==> config.mk <==
export PLATFORM = sky130hd
export DESIGN_NAME = ocap_fifo
export DESIGN_NICKNAME = d
export VERILOG_FILES = /design/src/rtl/ocap_fifo.sv
export SDC_FILE = /design/constraint.sdc
export NUM_CORES = 1
export LEC_CHECK = 0
export BUFFER_PORTS_ARGS = -buffer_cell sky130_fd_sc_hd__clkbuf_2
export CORE_MARGIN = 3
export CORE_UTILIZATION = 48
export CTS_CLUSTER_DIAMETER = 60
export DETAILED_ROUTE_END_ITERATION = 10
export PLACE_DENSITY = 0.74
export SLEW_MARGIN = 20
export SYNTH_ARGS = -nofsm -noshare
export SYNTH_HDL_FRONTEND = slang
export SYNTH_SLANG_ARGS = --single-unit
==> constraint.sdc <==
create_clock -name clk_i -period 1.8 [get_ports clk_i]
set_clock_uncertainty 0.2 [all_clocks]
set_input_delay 0.18 -clock clk_i [delete_from_list [all_inputs] [get_ports clk_i]]
set_output_delay 0.18 -clock clk_i [all_outputs]
set_load 0.05 [all_outputs]
==> src/rtl/ocap_fifo.sv <==
// Small first-in first-out queue built from registers.
module ocap_fifo #(
  parameter int unsigned W     = 8,
  parameter int unsigned DEPTH = 2
) (
  input  logic         clk_i,
  input  logic         rst_ni,
  input  logic         push_i,
  input  logic [W-1:0] data_i,
  output logic         full_o,
  input  logic         pop_i,
  output logic [W-1:0] data_o,
  output logic         empty_o
);

  localparam int unsigned AW = (DEPTH > 1) ? $clog2(DEPTH) : 1;
  localparam int unsigned CW = $clog2(DEPTH + 1);

  logic [W-1:0]  mem_q [DEPTH];
  logic [AW-1:0] wr_ptr_q, rd_ptr_q;
  logic [CW-1:0] cnt_q;
  logic          do_push, do_pop;

  assign full_o  = (cnt_q == CW'(DEPTH));
  assign empty_o = (cnt_q == '0);
  assign do_push = push_i && !full_o;
  assign do_pop  = pop_i && !empty_o;
  assign data_o  = mem_q[rd_ptr_q];

  // pointers and fill count
  always_ff @(posedge clk_i or negedge rst_ni) begin
    if (!rst_ni) begin
      wr_ptr_q <= '0;
      rd_ptr_q <= '0;
      cnt_q    <= '0;
    end else begin
      if (do_push) begin
        wr_ptr_q <= (wr_ptr_q == AW'(DEPTH - 1)) ? '0 : wr_ptr_q + 1'b1;
      end
      if (do_pop) begin
        rd_ptr_q <= (rd_ptr_q == AW'(DEPTH - 1)) ? '0 : rd_ptr_q + 1'b1;
      end
      if (do_push && !do_pop) begin
        cnt_q <= cnt_q + 1'b1;
      end else if (do_pop && !do_push) begin
        cnt_q <= cnt_q - 1'b1;
      end
    end
  end

  // storage
  always_ff @(posedge clk_i) begin
    if (do_push) begin
      mem_q[wr_ptr_q] <= data_i;
    end
  end

endmodule

==> summary.txt <==
Status = complete, no violations
Final WL = 1300 um
Placed inst area = 916 sq um
Synth Instances = 44
Ys flop type = edfxtp_1
Placement Setup Slack = 0.117 ns
Worst min path class = input pin to asynchronous set/reset pin
First-pass GRT wire length = 2140 um
Critical path startpoint category = register
Crit Path Max Fanout = 9
Post-detailed-route DRC marker count = 0
Post-synth top area cell = edfxtp_1
Post-Syn Area = 782 sq um
Diode count = 0
Initial antenna violation count = 0
Vias in the first global route = 494
CTS tree = done
Final nets = 96
Distinct cells, synth = 15
Share of the synthesized area in the top cell type = 0.614
Multi-input logic area = 189 sq um
Setup tns final = 0 ns
Pwr dens = 1700 nW/um^2
Root buf cell = clkbuf_4
Pre-antenna DRT Iters = 3
Gr ovfl total = 0
H-tree depth = 1
Die H = 46.4 um
Largest net degree at the start of global routing = 12
CTS Sinks = 20
Die Wd = 46.4 um
Slew HR = 0.761
Crit end category = primary output
Final setup fails = 0
Fin. max-slew vios = 0
Via Count = 469
Clock-pin slew of the registers on the worst-case setup and hold paths = 0.10 ns
Synth warnings = 0
Final instance area = 1060 sq um
Share of layout cells above drive strength 1 = 0.402
Most common cell in the netlist = edfxtp_1
Hold Vio Cnt, Final = 0
Row count = 13
GRT Overall Usage = 0.152
Pleak = 0.000450 uW
Vias per inst = 4.84
Post-synthesis sequential element count = 20
Worst Path Required = 1.42 ns
DRT antenna net count = 0
Routed len/inst = 13.4 um
Initial DRC Count = 6
Post-synth EDFFs = 16
Storage cell area = 583 sq um
Crit share post-route = 0.960
CTS Buf Count = 3
Fin worst setup slack = 0.0727 ns
Starting density of the core = 0.553
HPWL Detailed = 905 um
Syn Nets = 57
Largest cells by area after synthesis = edfxtp_1, dfrtp_1, mux2_1
Die ar. = 2150 sq um
Total Power = 1800 uW
I/O pins = 22
Slew @ Worst Pin = 0.359 ns
Fillers = 97
CTS max path bufs = 2
Worst path arrival time = 1.35 ns
Commonest cells in the netlist = edfxtp_1, mux2_1, dfrtp_1
Placer congestion estimate = 0.621
Max-cap violations = 0
VDD IR max = 1210 uV
Hold_ws = 0.0749 ns
Synthesized area per cell = 17.8 sq um
Critical path class = register to primary output
F_max = 579 MHz
Port Buffers = 21
Fraction of registers with async set/reset = 0.200
Placeable Area = 1420 sq um
Area growth from synthesis to layout = 35.8%
Post-synthesis sequential area ratio = 0.742
Worst-Skew Late Latency = 0.28 ns
Final min period = 1.73 ns
[cell usage in the layout (no fill, tap or decap), types with 3 or more instances in the layout]
master / count
buf_2: 6
buf_4: 3
clkbuf_2: 15
clkbuf_4: 3
dlygate4sd3_1: 11
edfxtp_1: 16
mux2_1: 6
nor2_1: 3
[layout make-up]
cell class,count,area share
well taps,15,0.0177
flip-flops and latches,20,0.549
multi-input cells,21,0.178
clock buffers,4,0.0247
repair buffers,35,0.224
inverters,2,0.00707
[final timing paths]
check                           slack (ns)              endpoint  cells after the start                  from
worst max-delay path                  0.07             data_o[4]                      2  rd_ptr_q$_DFFE_PN0P_
worst max register to register        0.12  cnt_q[1]$_DFFE_PN0P_                      6  cnt_q[0]$_DFFE_PN0P_
worst min register to register        0.33  cnt_q[0]$_DFFE_PN0P_                      1  cnt_q[0]$_DFFE_PN0P_
worst min-delay path                  0.07  cnt_q[0]$_DFFE_PN0P_                      2                rst_ni
min in group clk_i                    0.33  cnt_q[0]$_DFFE_PN0P_                      1  cnt_q[0]$_DFFE_PN0P_
max in group asynchronous             1.19  rd_ptr_q$_DFFE_PN0P_                      2                rst_ni
[where the power goes]
group          switching, uW  leakage [uW]  internal, uW
Sequential              97.4      0.000193           651
Clock                    123     0.0000150          86.0
Combinational            559      0.000242           285
Total                    779      0.000450          1020
[worst max-delay path: stages (launching register included)]
cell	delay [ns]
dfrtp_2	0.49
mux2_1	0.34
clkbuf_2	0.24
[state kept, by name, summed over array words and instances, names as in the netlist]
register and count:
rd_ptr_q 1, mem_q 16, cnt_q 2, wr_ptr_q 1
[cell families after synthesis]
group / Yosys count / share of synthesized area
flops: 20 / 0.742
mux: 8 / 0.115
simple gates: 6 / 0.0384
xor+xnor: 5 / 0.0656
buf+inv: 3 / 0.0160
compound gates: 1 / 0.00639
fa+ha+maj: 1 / 0.0160
[what timing repair did]
item                                   4_1_cts  5_1_grt
pin swaps                                    0        0
buffers inserted                             0        1
hold buffers                                11        0
resized for setup                            1        7
setup endpoints to repair                    8        9
endpoints found under the hold margin       22        0
[stage by stage]
| stage | util | instances |
|---|---|---|
| floorplan | - | 44 |
| global placement | 0.647 | 81 |
| detailed placement | 0.647 | 81 |
| CTS | 0.744 | 96 |
| global route | 0.751 | 97 |
| finish | 0.751 | 97 |
[layer usage]
| metal | track usage | routed length [um] | up-vias |
|---|---|---|---|
| li1 | - | - | 234 |
| met1 | 0.155 | 477 | 224 |
| met2 | 0.286 | 768 | 11 |
| met3 | 0.0352 | 58 | 0 |
| met4 | 0.0682 | 0 | 0 |
| met5 | 0 | 0 | - |
Note: power is estimated with default switching activity, not from simulation.
